`src/hdl/sls_pkg.sv`:
```
// Shared types and constants for the status LED sequencer.
// No dependencies; every other file in hdl/ depends on this package.
package sls_pkg;

    // Field widths
    localparam int FUNC_W   = 2;
    localparam int TIME_W   = 32;
    localparam int PERIOD_W = 24;
    localparam int LEVEL_W  = 8;
    localparam int COUNT_W  = 8;
    localparam int CFG_IDX_W = 3;
    localparam int LED_NUMBER = 2;

    // Event codes carried in func
    localparam logic [FUNC_W-1:0] FUNC_SERVICE  = 2'd0;
    localparam logic [FUNC_W-1:0] FUNC_BEAT     = 2'd1;
    localparam logic [FUNC_W-1:0] FUNC_ERROR    = 2'd2;
    localparam logic [FUNC_W-1:0] FUNC_IDENTIFY = 2'd3;

    // Configuration register indexes
    localparam logic [CFG_IDX_W-1:0] REG_BEAT_FLASH  = 3'd0;
    localparam logic [CFG_IDX_W-1:0] REG_ERROR_FLASH = 3'd1;
    localparam logic [CFG_IDX_W-1:0] REG_ID_STEP     = 3'd2;
    localparam logic [CFG_IDX_W-1:0] REG_ID_COUNT    = 3'd3;
    localparam logic [CFG_IDX_W-1:0] REG_HB_PERIOD   = 3'd4;
    localparam logic [CFG_IDX_W-1:0] REG_HB_ON       = 3'd5;
    localparam logic [CFG_IDX_W-1:0] REG_DIM_LEVEL   = 3'd6;

    // Configuration reset values
    localparam logic [PERIOD_W-1:0] RST_BEAT_FLASH  = 24'd50000;
    localparam logic [PERIOD_W-1:0] RST_ERROR_FLASH = 24'd100000;
    localparam logic [PERIOD_W-1:0] RST_ID_STEP     = 24'd250000;
    localparam logic [COUNT_W-1:0]  RST_ID_COUNT    = 8'd10;
    localparam logic [PERIOD_W-1:0] RST_HB_PERIOD   = 24'd1000000;
    localparam logic [PERIOD_W-1:0] RST_HB_ON       = 24'd50000;
    localparam logic [LEVEL_W-1:0]  RST_DIM_LEVEL   = 8'd32;

    // Brightness levels
    localparam logic [LEVEL_W-1:0] LVL_OFF    = 8'h00;
    localparam logic [LEVEL_W-1:0] LVL_BRIGHT = 8'hFF;

    // Serial divider request and response
    typedef struct packed {
        logic                start;
        logic [TIME_W-1:0]   dividend;
        logic [PERIOD_W-1:0] divisor;
    } t_div_req;

    typedef struct packed {
        logic                done;
        logic [TIME_W-1:0]   quotient;
        logic [PERIOD_W-1:0] remainder;
    } t_div_rsp;

endpackage

```
`src/hdl/sls_ifs.sv`:
```
// Valid/ready channel interfaces of the status LED sequencer.
// Depends on sls_pkg for field widths.
interface sls_in_if;
    logic                          valid;
    logic                          ready;
    logic [sls_pkg::FUNC_W-1:0]    func;
    logic [sls_pkg::TIME_W-1:0]    now_time;
    logic                          clock_active;
    logic                          running_defaults;

    modport source (output valid, func, now_time, clock_active, running_defaults,
                    input ready);
    modport sink   (input valid, func, now_time, clock_active, running_defaults,
                    output ready);
endinterface

interface sls_out_if;
    logic                          valid;
    logic                          ready;
    logic                          led_index;
    logic [sls_pkg::LEVEL_W-1:0]   brightness;
    logic [sls_pkg::TIME_W-1:0]    errors_seen;
    logic                          last_of_run;

    modport source (output valid, led_index, brightness, errors_seen, last_of_run,
                    input ready);
    modport sink   (input valid, led_index, brightness, errors_seen, last_of_run,
                    output ready);
endinterface

interface sls_cfg_if;
    logic                           valid;
    logic                           ready;
    logic [sls_pkg::CFG_IDX_W-1:0]  index;
    logic [sls_pkg::PERIOD_W-1:0]   data;

    modport source (output valid, index, data, input ready);
    modport sink   (input valid, index, data, output ready);
endinterface

```
`src/hdl/sls_div.sv`:
```
// Restoring serial divider, one quotient bit per cycle.
// Depends on sls_pkg for widths and the request/response structs.
module sls_div (
    input  logic               i_clk,
    input  logic               i_rst_n,
    input  sls_pkg::t_div_req  i_req,
    output sls_pkg::t_div_rsp  o_rsp
);
    import sls_pkg::*;

    localparam int CNT_W = $clog2(TIME_W + 1);

    logic [PERIOD_W-1:0] r_rem;
    logic [TIME_W-1:0]   r_quo;
    logic [PERIOD_W-1:0] r_divisor;
    logic [CNT_W-1:0]    r_left;
    logic                r_busy;
    logic                r_done;

    logic [PERIOD_W:0]   trial;
    logic [PERIOD_W:0]   diff;
    logic                take;

    // Shift the next dividend bit into the partial remainder and try a subtract
    assign trial = {r_rem, r_quo[TIME_W-1]};
    assign diff  = trial - {1'b0, r_divisor};
    assign take  = trial >= {1'b0, r_divisor};

    // Control: count steps, pulse done after the last one
    always_ff @(posedge i_clk) begin
        if (!i_rst_n) begin
            r_busy <= 1'b0;
            r_done <= 1'b0;
            r_left <= '0;
        end else begin
            r_done <= 1'b0;
            if (i_req.start) begin
                r_busy <= 1'b1;
                r_left <= CNT_W'(TIME_W);
            end else if (r_busy) begin
                r_left <= r_left - 1'b1;
                if (r_left == CNT_W'(1)) begin
                    r_busy <= 1'b0;
                    r_done <= 1'b1;
                end
            end
        end
    end

    // Datapath: load operands, then develop one quotient bit a cycle
    always_ff @(posedge i_clk) begin
        if (i_req.start) begin
            r_rem     <= '0;
            r_quo     <= i_req.dividend;
            r_divisor <= i_req.divisor;
        end else if (r_busy) begin
            r_rem <= take ? diff[PERIOD_W-1:0] : trial[PERIOD_W-1:0];
            r_quo <= {r_quo[TIME_W-2:0], take};
        end
    end

    assign o_rsp.done      = r_done;
    assign o_rsp.quotient  = r_quo;
    assign o_rsp.remainder = r_rem;

endmodule

```
`src/hdl/status_led_sequencer_core.sv`:
```
// Status LED sequencer top level: event intake, service sequencer, result queue.
// Depends on sls_pkg, the channel interfaces in sls_ifs.sv and sls_div.
//
// Beat, error and identify events are taken while idle and produce no result.
// A service tick steps through evaluate and done, with a divide state between
// them when a division is needed: the identify step number and the heartbeat
// phase both go through one shared restoring divider that settles one quotient bit
// a cycle. A service yields zero, one or two LED writes, green first, held in a
// two-entry result register; the next input is taken while these drain, but a
// following service cannot commit its results until the previous ones are
// all transferred. Configuration writes are always ready and take effect at
// once; write them only while the block is idle.
module status_led_sequencer_core (
    input  logic      i_clk,
    input  logic      i_rst_n,
    sls_in_if.sink    i_in,
    sls_out_if.source o_out,
    sls_cfg_if.sink   i_cfg
);
    import sls_pkg::*;

    localparam logic [1:0] S_IDLE = 2'd0;
    localparam logic [1:0] S_EVAL = 2'd1;
    localparam logic [1:0] S_DIV  = 2'd2;
    localparam logic [1:0] S_DONE = 2'd3;

    // Deadline still pending while (deadline - now) is positive as a signed value
    function automatic logic still_active(input logic [TIME_W-1:0] dl,
                                          input logic [TIME_W-1:0] now);
        logic [TIME_W-1:0] d;
        d = dl - now;
        return (d != '0) && !d[TIME_W-1];
    endfunction

    // Configuration registers
    logic [PERIOD_W-1:0] r_beat_flash;
    logic [PERIOD_W-1:0] r_error_flash;
    logic [PERIOD_W-1:0] r_id_step;
    logic [COUNT_W-1:0]  r_id_count;
    logic [PERIOD_W-1:0] r_hb_period;
    logic [PERIOD_W-1:0] r_hb_on;
    logic [LEVEL_W-1:0]  r_dim_level;

    // Event state
    logic [TIME_W-1:0]   r_beat_dl;
    logic [TIME_W-1:0]   r_error_dl;
    logic [TIME_W-1:0]   r_id_dl;
    logic [TIME_W-1:0]   r_id_start;
    logic [TIME_W-1:0]   r_err_cnt;
    logic [LEVEL_W-1:0]  r_shown [LED_NUMBER];

    // Service sequencer
    logic [1:0]          r_state;
    logic [TIME_W-1:0]   r_now;
    logic                r_clk_on;
    logic                r_defaults;
    logic                r_id_act;
    logic                r_beat_act;
    logic                r_err_act;

    // Result queue: one slot per LED, shared counter snapshot
    logic [LED_NUMBER-1:0] r_pend;
    logic [LEVEL_W-1:0]    r_lvl [LED_NUMBER];
    logic [TIME_W-1:0]     r_cnt_snap;

    t_div_req            div_req;
    t_div_rsp            div_rsp;

    logic                in_xfer;
    logic                out_xfer;
    logic [TIME_W-1:0]   id_len;
    logic                n_id_act;
    logic                n_beat_act;
    logic                n_err_act;
    logic                n_need_div;
    logic                id_even_step;
    logic [TIME_W-1:0]   hb_phase;
    logic [LEVEL_W-1:0]  n_green;
    logic [LEVEL_W-1:0]  n_red;

    assign i_cfg.ready = 1'b1;
    assign i_in.ready  = (r_state == S_IDLE);
    assign in_xfer     = i_in.valid && i_in.ready;
    assign out_xfer    = o_out.valid && o_out.ready;

    assign id_len = {{(TIME_W-COUNT_W){1'b0}}, r_id_count}
                  * {{(TIME_W-PERIOD_W){1'b0}}, r_id_step};

    // Write configuration registers
    always_ff @(posedge i_clk) begin
        if (!i_rst_n) begin
            r_beat_flash  <= RST_BEAT_FLASH;
            r_error_flash <= RST_ERROR_FLASH;
            r_id_step     <= RST_ID_STEP;
            r_id_count    <= RST_ID_COUNT;
            r_hb_period   <= RST_HB_PERIOD;
            r_hb_on       <= RST_HB_ON;
            r_dim_level   <= RST_DIM_LEVEL;
        end else if (i_cfg.valid && i_cfg.ready) begin
            unique case (i_cfg.index)
                REG_BEAT_FLASH:  r_beat_flash  <= i_cfg.data;
                REG_ERROR_FLASH: r_error_flash <= i_cfg.data;
                REG_ID_STEP:     r_id_step     <= i_cfg.data;
                REG_ID_COUNT:    r_id_count    <= i_cfg.data[COUNT_W-1:0];
                REG_HB_PERIOD:   r_hb_period   <= i_cfg.data;
                REG_HB_ON:       r_hb_on       <= i_cfg.data;
                REG_DIM_LEVEL:   r_dim_level   <= i_cfg.data[LEVEL_W-1:0];
                default: ;
            endcase
        end
    end

    // Decide which deadlines are live and whether a division is needed
    always_comb begin
        n_id_act   = still_active(r_id_dl, r_now);
        n_beat_act = still_active(r_beat_dl, r_now);
        n_err_act  = still_active(r_error_dl, r_now);
        div_req.start    = 1'b0;
        div_req.dividend = r_now;
        div_req.divisor  = r_hb_period;
        if (n_id_act) begin
            n_need_div       = (r_id_step != '0);
            div_req.dividend = r_now - r_id_start;
            div_req.divisor  = r_id_step;
        end else begin
            n_need_div = !n_beat_act && !r_clk_on && (r_hb_period != '0);
        end
        div_req.start = (r_state == S_EVAL) && n_need_div;
    end

    sls_div u_div (
        .i_clk   (i_clk),
        .i_rst_n (i_rst_n),
        .i_req   (div_req),
        .o_rsp   (div_rsp)
    );

    // Work out both LED levels from the flags and the divider result
    always_comb begin
        id_even_step = !((r_id_step != '0) && div_rsp.quotient[0]);
        hb_phase     = (r_hb_period != '0)
                     ? {{(TIME_W-PERIOD_W){1'b0}}, div_rsp.remainder} : r_now;
        if (r_id_act) begin
            n_green = id_even_step ? LVL_BRIGHT : LVL_OFF;
            n_red   = id_even_step ? LVL_OFF : LVL_BRIGHT;
        end else begin
            priority if (r_beat_act) begin
                n_green = LVL_BRIGHT;
            end else if (r_clk_on) begin
                n_green = LVL_OFF;
            end else begin
                n_green = (hb_phase < {{(TIME_W-PERIOD_W){1'b0}}, r_hb_on})
                        ? r_dim_level : LVL_OFF;
            end
            n_red = (r_defaults || r_err_act) ? LVL_BRIGHT : LVL_OFF;
        end
    end

    // Sequencer and event intake
    always_ff @(posedge i_clk) begin
        if (!i_rst_n) begin
            r_state    <= S_IDLE;
            r_beat_dl  <= '0;
            r_error_dl <= '0;
            r_id_dl    <= '0;
            r_id_start <= '0;
            r_err_cnt  <= '0;
            r_shown[0] <= LVL_OFF;
            r_shown[1] <= LVL_OFF;
            r_pend     <= '0;
        end else begin
            // Drop the front result on transfer, green before red
            if (out_xfer) begin
                if (r_pend[0]) begin
                    r_pend[0] <= 1'b0;
                end else begin
                    r_pend[1] <= 1'b0;
                end
            end
            unique case (r_state)
                S_IDLE: begin
                    if (in_xfer) begin
                        unique case (i_in.func)
                            FUNC_BEAT: begin
                                r_beat_dl <= i_in.now_time
                                           + {{(TIME_W-PERIOD_W){1'b0}}, r_beat_flash};
                            end
                            FUNC_ERROR: begin
                                r_err_cnt  <= r_err_cnt + 1'b1;
                                r_error_dl <= i_in.now_time
                                            + {{(TIME_W-PERIOD_W){1'b0}}, r_error_flash};
                            end
                            FUNC_IDENTIFY: begin
                                r_id_start <= i_in.now_time;
                                r_id_dl    <= i_in.now_time + id_len;
                            end
                            FUNC_SERVICE: begin
                                r_state <= S_EVAL;
                            end
                            default: ;
                        endcase
                    end
                end
                S_EVAL: begin
                    r_state <= n_need_div ? S_DIV : S_DONE;
                end
                S_DIV: begin
                    if (div_rsp.done) begin
                        r_state <= S_DONE;
                    end
                end
                S_DONE: begin
                    // Commit only into an empty queue
                    if (r_pend == '0) begin
                        r_pend[0]  <= (n_green != r_shown[0]);
                        r_pend[1]  <= (n_red != r_shown[1]);
                        r_shown[0] <= n_green;
                        r_shown[1] <= n_red;
                        r_state    <= S_IDLE;
                    end
                end
                default: r_state <= S_IDLE;
            endcase
        end
    end

    // Latch service inputs and the evaluated deadline flags
    always_ff @(posedge i_clk) begin
        if (in_xfer) begin
            r_now      <= i_in.now_time;
            r_clk_on   <= i_in.clock_active;
            r_defaults <= i_in.running_defaults;
        end
        if (r_state == S_EVAL) begin
            r_id_act   <= n_id_act;
            r_beat_act <= n_beat_act;
            r_err_act  <= n_err_act;
        end
        if (r_state == S_DONE && r_pend == '0) begin
            r_lvl[0]   <= n_green;
            r_lvl[1]   <= n_red;
            r_cnt_snap <= r_err_cnt;
        end
    end

    // Present the front of the result queue
    assign o_out.valid       = |r_pend;
    assign o_out.led_index   = !r_pend[0];
    assign o_out.brightness  = r_pend[0] ? r_lvl[0] : r_lvl[1];
    assign o_out.errors_seen = r_cnt_snap;
    assign o_out.last_of_run = !(r_pend[0] && r_pend[1]);

`ifndef NO_ASSERTIONS
    // Divider finishes only while the sequencer waits for it
    a_div_done_in_div: assert property (@(posedge i_clk) disable iff (!i_rst_n)
        div_rsp.done |-> (r_state == S_DIV))
        else $error("divider done outside the divide state");

    // A queued green write carries the level last shown on green
    a_green_matches_shown: assert property (@(posedge i_clk) disable iff (!i_rst_n)
        r_pend[0] |-> (r_lvl[0] == r_shown[0]))
        else $error("queued green level differs from shown level");

    // A service that finds the queue empty commits and returns to idle
    a_done_commits: assert property (@(posedge i_clk) disable iff (!i_rst_n)
        (r_state == S_DONE && r_pend == '0) |=> (r_state == S_IDLE))
        else $error("service did not commit into an empty queue");

    // Shown levels move only when a service commits
    a_shown_stable: assert property (@(posedge i_clk) disable iff (!i_rst_n)
        (r_state != S_DONE) |=> ($stable(r_shown[0]) && $stable(r_shown[1])))
        else $error("shown level changed outside a commit");
`endif

endmodule

```
`src/flat_wrapper.sv`:
```
// flat-port wrapper written by rule: the top's interface ports become plain ports
module status_led_sequencer_core_flat import sls_pkg::*;
  (i_clk, i_rst_n, i_in_valid, i_in_func, i_in_now_time, i_in_clock_active, i_in_running_defaults, i_in_ready, o_out_valid, o_out_led_index, o_out_brightness, o_out_errors_seen, o_out_last_of_run, o_out_ready, i_cfg_valid, i_cfg_index, i_cfg_data, i_cfg_ready);
  sls_in_if i_in_i ();
  sls_out_if o_out_i ();
  sls_cfg_if i_cfg_i ();
  input  logic i_clk;
  input  logic i_rst_n;
  input wire logic [$bits(i_in_i.valid)-1:0] i_in_valid;
  input wire logic [$bits(i_in_i.func)-1:0] i_in_func;
  input wire logic [$bits(i_in_i.now_time)-1:0] i_in_now_time;
  input wire logic [$bits(i_in_i.clock_active)-1:0] i_in_clock_active;
  input wire logic [$bits(i_in_i.running_defaults)-1:0] i_in_running_defaults;
  output wire logic [$bits(i_in_i.ready)-1:0] i_in_ready;
  output wire logic [$bits(o_out_i.valid)-1:0] o_out_valid;
  output wire logic [$bits(o_out_i.led_index)-1:0] o_out_led_index;
  output wire logic [$bits(o_out_i.brightness)-1:0] o_out_brightness;
  output wire logic [$bits(o_out_i.errors_seen)-1:0] o_out_errors_seen;
  output wire logic [$bits(o_out_i.last_of_run)-1:0] o_out_last_of_run;
  input wire logic [$bits(o_out_i.ready)-1:0] o_out_ready;
  input wire logic [$bits(i_cfg_i.valid)-1:0] i_cfg_valid;
  input wire logic [$bits(i_cfg_i.index)-1:0] i_cfg_index;
  input wire logic [$bits(i_cfg_i.data)-1:0] i_cfg_data;
  output wire logic [$bits(i_cfg_i.ready)-1:0] i_cfg_ready;
  assign i_in_i.valid = i_in_valid;
  assign i_in_i.func = i_in_func;
  assign i_in_i.now_time = i_in_now_time;
  assign i_in_i.clock_active = i_in_clock_active;
  assign i_in_i.running_defaults = i_in_running_defaults;
  assign i_in_ready = i_in_i.ready;
  assign o_out_valid = o_out_i.valid;
  assign o_out_led_index = o_out_i.led_index;
  assign o_out_brightness = o_out_i.brightness;
  assign o_out_errors_seen = o_out_i.errors_seen;
  assign o_out_last_of_run = o_out_i.last_of_run;
  assign o_out_i.ready = o_out_ready;
  assign i_cfg_i.valid = i_cfg_valid;
  assign i_cfg_i.index = i_cfg_index;
  assign i_cfg_i.data = i_cfg_data;
  assign i_cfg_ready = i_cfg_i.ready;
  status_led_sequencer_core u_core (.i_clk(i_clk), .i_rst_n(i_rst_n), .i_in(i_in_i), .o_out(o_out_i), .i_cfg(i_cfg_i));
endmodule
```
`config.mk`:
```
export PLATFORM = sky130hd
export DESIGN_NAME = status_led_sequencer_core_flat
export DESIGN_NICKNAME = d
export VERILOG_FILES = /design/src/hdl/sls_pkg.sv /design/src/hdl/sls_ifs.sv /design/src/hdl/sls_div.sv /design/src/hdl/status_led_sequencer_core.sv /design/src/flat_wrapper.sv
export SDC_FILE = /design/constraint.sdc
export NUM_CORES = 2
export LEC_CHECK = 0
export BUFFER_PORTS_ARGS = -buffer_cell sky130_fd_sc_hd__buf_2
export CAP_MARGIN = 20
export CELL_PAD_IN_SITES_DETAIL_PLACEMENT = 1
export CELL_PAD_IN_SITES_GLOBAL_PLACEMENT = 2
export CORE_ASPECT_RATIO = 2
export CORE_MARGIN = 2
export CORE_UTILIZATION = 40
export CTS_BUF_LIST = sky130_fd_sc_hd__clkbuf_8
export CTS_CLUSTER_DIAMETER = 150
export DETAILED_ROUTE_END_ITERATION = 16
export PLACE_DENSITY_LB_ADDON = 0.1
export SYNTH_ARGS = -nofsm -noshare
export SYNTH_HDL_FRONTEND = slang
export SYNTH_SLANG_ARGS = --single-unit
```
`constraint.sdc`:
```
create_clock -name i_clk -period 7.2 [get_ports i_clk]
set_input_delay 0.72 -clock i_clk [delete_from_list [all_inputs] [get_ports i_clk]]
set_output_delay 0.72 -clock i_clk [all_outputs]
set_load 0.1 [all_outputs]
```
# [Word level (Yosys, flattened, before mapping)]
# Memory sizes are Yosys's and may differ from the RTL's.
# Cells that the tools add are included.
# W data, S select, Z words.
[word_totals] regBits=457 input_bits=68 memories=2 mem_bits_rw=32
[classes] n_eq_ne=19 mux=40 n_addsub=10 order_cmp=2 bitwise_logic=4 reduce_logical=43 multipliers=1
[memory_table] memory="u_core.r_lvl" words=2 width=8 read_ports=2 rd_ports_with_merged_regs=0 wr=2 line="status_led_sequencer_core.sv:63" source="logic [LEVEL_W-1:0] r_lvl [LED_NUMBER];"
[memory_table] memory="u_core.r_shown" words=2 width=8 read_ports=2 rd_ports_with_merged_regs=0 wr=2 line="status_led_sequencer_core.sv:50" source="logic [LEVEL_W-1:0] r_shown [LED_NUMBER];"
[ops] operator="$sub A32 B32 Y32" count=4
[ops] operator="$mux W32" count=3
[ops] operator="$reduce_bool A32 Y1" count=3
[ops] operator="$mux W8" count=11
[ops] operator="$add A32 B24 Y32" count=2
[ops] operator="$mux W56" count=1
[ops] operator="$reduce_bool A24 Y1" count=2
[ops] operator="$add A32 B1 Y32 const B" count=1
[ops] operator="$add A32 B32 Y32" count=1
[ops] operator="$lt A32 B24 Y1" count=1
[ops] operator="$mul A8 B24 Y32" count=1
[ops] operator="$ge A25 B24 Y1" count=1
[ops] operator="$mux W24" count=1
[ops] operator="$sub A24 B24 Y24" count=1
[ops] operator="$ne A8 B8 Y1" count=2
[ops] operator="$mux W1" count=14
[ops] operator="$mux W2" count=7
[ops] operator="$reduce_and A2 Y1" count=7
[ops] operator="$mux W6" count=2
[ops] operator="$logic_and A1 B1 Y1" count=11
[ops] operator="$eq A3 B3 Y1 const B" count=3
[ops] operator="$reduce_and A3 Y1" count=3
[ops] operator="$eq A2 B2 Y1 const B" count=4
[ops] operator="$ne A2 B2 Y1 const B" count=4
[ops] operator="16 further kinds" count=29

# [Logic depth before layout (Yosys ltp)]
[depth] depth_word=10 ltp_mapped=25 depth_no_buf=23

# [Hierarchy]
# From an unflattened synthesis, not the netlist that was laid out.
[unflattened] hier_cells=4428 area_unflattened_um2=36789.0
[modules_own_cells] module="status_led_sequencer_core" cells_each=3977 area_per_inst_um2=31908.1 n_inst=1 seq_area_each_um2=8618.3
[modules_own_cells] module="sls_div" cells_each=451 area_per_inst_um2=4880.9 n_inst=1 seq_area_each_um2=2322.2

# [Worst setup path after synthesis]
# Ideal clock, no wire load.
[synth_path] kind="register to register" from="register u_core.r_id_count[0]" to="register u_core.r_id_dl[31]" path_slack_ns=1.624 synth_period_minus_slack_ns=5.576 arrival_time_ns=5.454 path_buffers=2 t_required_ns=7.078 path_stages_with_launch=22 cell_sequence="dfxtp_1 > clkbuf_1 > clkbuf_1 > nand2_1 > fa_1 > inv_1 > fa_1 > fa_1 > fa_1 > ha_1 > a21o_1 > nand2_1 > nand3_1 > a41oi_1 > o211ai_1 > a31oi_1 > o21ai_0 > and4_1 > a2111oi_0 > a21oi_1 > xnor2_1 > o21ai_0"
[synth_between] elab_chain_len=2
[synth_lines] element="start, declared" line="status_led_sequencer_core.sv:39" source="logic [COUNT_W-1:0] r_id_count;"
[synth_lines] element="start signal, assigned" line="status_led_sequencer_core.sv:104" source="REG_ID_COUNT: r_id_count <= i_cfg.data[COUNT_W-1:0];"
[synth_lines] element="$mul A8 B24 Y32" line="status_led_sequencer_core.sv:87" source="* {{(TIME_W-PERIOD_W){1'b0}}, r_id_step};"
[synth_lines] element="$add A32 B32 Y32" line="status_led_sequencer_core.sv:195" source="r_id_dl <= i_in.now_time + id_len;"
[synth_lines] element="end signal, assigned" line="status_led_sequencer_core.sv:195"
[synth_lines] element="end, declared" line="status_led_sequencer_core.sv:47" source="logic [TIME_W-1:0] r_id_dl;"
# No other way between the ends.
# A chain may end at the register's enable or synchronous reset.

# [Worst setup path after layout]
# Same ends and word-level chain as after synthesis.

==> run summary <==
GRT
- **GRT Util Overall** 0.309
- **largest net degree at the start of global routing** 131
- **via count of the first global-routing pass** 34,390
- **wire length of the first global-routing pass** 217 mm
- **initial antenna violation count** 10
- **overall overflow remaining after global route** 0

Setup path
- **CP max FO** 25
- **CP endpoint kind** flip-flop
- **number of buffer and inverter instances along the worst setup path** 1
- **Worst Path Class, Setup** flip-flop to flip-flop
- **worst path cell trace** nand2_1 > fa_1 > inv_1 > fa_1 > fa_1 > fa_1 > ha_1 > a21o_1 > nand2_1 > nand3_1 > a41oi_1 > o211ai_1 > a31oi_1 > o21ai_0 > and4_1 > a2111oi_0 > a21oi_1 > xnor2_1 > o21ai_0
- **element type at the critical path start** flip-flop
- **required time at the worst-slack endpoint** 7.85 ns
- **slowest cell on the critical path** dfxtp_1
- **most used cell, CP** fa_1
- **critical path's top delay family** adder cells
- **worst endpoint data arrival time** 7.20 ns
- **CP peak stage delay** 1.05 ns

Place
- **Detail Placement HPWL** 115 mm
- **number of buffers added on ports** 111
- **# placed instances** 5,622
- **GP Congestion** 0.949
- **post-placement worst setup slack** 0.629 ns

Synthesis
- **flip-flop and latch count after synthesis** 475
- **fraction of post-synthesis cell area in the top cell type by area** 0.181
- **library cell occupying the most area in the post-synthesis netlist** dfxtp_1
- **Syn Std Cell Area** 0.0367 mm²
- **Post-synth ARST share** 0
- **number of warning messages in the yosys log** 0
- **number of flops mapped to enable cells by yosys** 143
- **mean instance size in the synthesized netlist** 8.19 µm²
- **most used flip-flop cell after synthesis** dfxtp_1
- **synth top area cells** dfxtp_1 18%, edfxtp_1 12%, ha_1 9.4%
- **instance count of the mapped netlist** 4,486
- **Syn Nets** 5,000
- **sequential area share after synthesis** 0.298
- **Unique masters post-synth** 101

Route
- **violation count after the first detailed-routing iteration** 1,520
- **WL met3** 4.36 mm
- **via count of the routed design** 32,809
- **Total Wirelength** 146 mm
- **Avg Vias per Cell** 5.68
- **routed length on met1** 55.0 mm
- **met2 WL post-DR** 75.4 mm
- **Post-route DRC** 0
- **post-detailed-route wirelength per cell** 25.3 µm
- **antenna-violating nets left** 0
- **highest routed layer** met5
- **detailed-router iteration count before antenna repair** 5

Timing
- **sum of negative setup slack** 0 ns
- **highest attainable clock frequency** 153 MHz
- **post-route minimum period** 6.54 ns
- **Final period util** 0.909
- **Post-Route Skew** 0.0555 ns
- **transition time of the tightest slew-check pin** 1.10 ns
- **endpoints failing setup** 0
- **Post-Route Hold Slack** 0.160 ns
- **crit path setup slack, layout** 0.658 ns
- **number of endpoints with negative hold slack in the final report** 0
- **Slew Viols, Final** 0
- **Slew HR** 0.268
- **unrepaired setup endpoints after global routing** no

Clocking
- **post-CTS sizing** 0
- **cell at the root of the clock tree** clkbuf_8
- **buffer count from post-CTS setup fixing** 0
- **clock latency reported for the late side of the worst-skew pair** 0.78 ns
- **CTS tree** done
- **clk sink count** 475
- **clock transition at the registers of the reported paths** 0.07 ns
- **total number of H-tree levels** 3
- **largest buffer count on any clock path** 3
- **CTS Hold Bufs** 0
- **cts bufs inserted** 79

Final layout
- **nets@finish** 5,028
- **final non-filler cell total** 5,775
- **most frequent cells in the layout** 800 x nand2_1, 440 x a21oi_1, 436 x inv_1
- **area grow syn2layout** 8.86%
- **share of final-layout standard cells stronger than drive strength 1** 0.0880
- **most frequent standard cell in the layout excluding fill and tap cells** nand2_1

Floorplanning
- **Die Ht** 433 µm
- **Row Count** 157
- **number of placed I/O pins** 113
- **area of the core** 0.0913 mm²
- **Die Area** 0.0944 mm²
- **Horiz. Die Dim** 218 µm
- **effective utilization at floorplan** 0.402

Pwr
- **Tot Pwr** 11.3 mW
- **reported leakage power** 16.8 nW
- **cell area power density** 283 mW/mm²
- **largest voltage drop on the vdd net** 0.172 mV

Worst hold path
- **worst hold path class** input port to flip-flop

Job
- **Max-cap violations** 0

Outcome
- **status** complete, no violations

## worst reg2reg max path, stage by stage (launching register included)
cell,delay [ns]
dfxtp_1,1.05
nand2_1,0.18
fa_1,0.55
inv_1,0.06
fa_1,0.52
fa_1,0.57
fa_1,0.41
ha_1,0.34
a21o_1,0.20
nand2_1,0.08
nand3_1,0.12
a41oi_1,0.52
o211ai_1,0.23
a31oi_1,0.25
o21ai_0,0.13
and4_1,0.22
a2111oi_0,0.61
a21oi_1,0.17
xnor2_1,0.18
o21ai_0,0.08
## sequential cells by signal, summed over array words and instances, names as in the netlist, 24 cells and up
name and cells:
u_core.r_id_step 24, u_core.r_error_dl 32, u_core.r_id_dl 32, u_core.r_error_flash 24, u_core.r_now 32, u_core.r_err_cnt 32, u_core.r_hb_on 24, u_core.u_div.r_rem 24
u_core.u_div.r_quo 32, u_core.o_out.errors_seen 32, u_core.r_beat_dl 32, u_core.r_beat_flash 24, u_core.r_id_start 32, u_core.r_hb_period 24, u_core.u_div.r_divisor 24
## per-layer routing
layer | vias up | GRT usage
met4 | 10 | 0.200
met5 | - | 0
met1 | 16358 | 0.329
met3 | 336 | 0.0355
met2 | 644 | 0.571
li1 | 15461 | -
## synthesized netlist by cell type, types with 48 or more instances
cell,instances
and2_1,108
nor2_1,266
o21ai_0,130
a21o_1,92
xnor2_1,99
ha_1,277
nand3_1,109
fa_1,169
clkbuf_1,185
nand4_1,52
nor3_1,79
nand2_1,800
xor2_1,79
dfxtp_1,332
edfxtp_1,143
inv_1,416
a21oi_1,440
nor2b_1,48
## through the flow
step | area [µm²] | util
global placement | 38300 | 0.419
detailed placement | 38300 | 0.419
floorplan | 36700 | -
global route | 40000 | 0.438
CTS | 39900 | 0.437
finish | 40000 | 0.438
## path summary, 6_finish.rpt
check / startpoint / to / slack, ns / depth (start not counted)
worst min-delay path: i_in_running_defaults / u_core.r_defaults$_DFFE_PP_ / 0.16 / 1
worst max-delay path: u_core.r_id_count[0]$_SDFFE_PN0P_ / u_core.r_id_dl[31]$_SDFFE_PN0P_ / 0.66 / 19
worst max register to register: u_core.r_id_count[0]$_SDFFE_PN0P_ / u_core.r_id_dl[31]$_SDFFE_PN0P_ / 0.66 / 19
worst min register to register: u_core.r_hb_on[12]$_SDFFE_PN0P_ / u_core.r_hb_on[12]$_SDFFE_PN0P_ / 0.46 / 2
## kinds of logic after synthesis
family | count (synthesis) | share of synthesized area
AND/OR/NAND/NOR | 1673 | 0.209
AO/OA/AOI/OAI | 1029 | 0.180
buffers and inverters | 628 | 0.0665
flip-flops | 475 | 0.298
adder cells (fa/ha/maj) | 446 | 0.186
XOR/XNOR | 178 | 0.0424
multiplexers | 56 | 0.0171
other | 1 | 0.000102
## report_power, final
part,total [mW],switching [mW],internal [mW]
combinational,5.18,3.32,1.86
sequential,3.58,0.377,3.20
clock,2.57,1.28,1.29
## final cells by class
cell class | count | area, µm²
Inverter | 418 | 1580
Timing Repair Buffer | 157 | 950
Fill cell | 11121 | 51400
Clock inverter | 54 | 355
Clock buffer | 92 | 1270
Tap cell | 1192 | 1490
Multi-Input combinational cell | 3383 | 23400
Sequential cell | 475 | 10900
Antenna cell | 4 | 10.0
No activity file was read; power rests on OpenSTA's default activity.
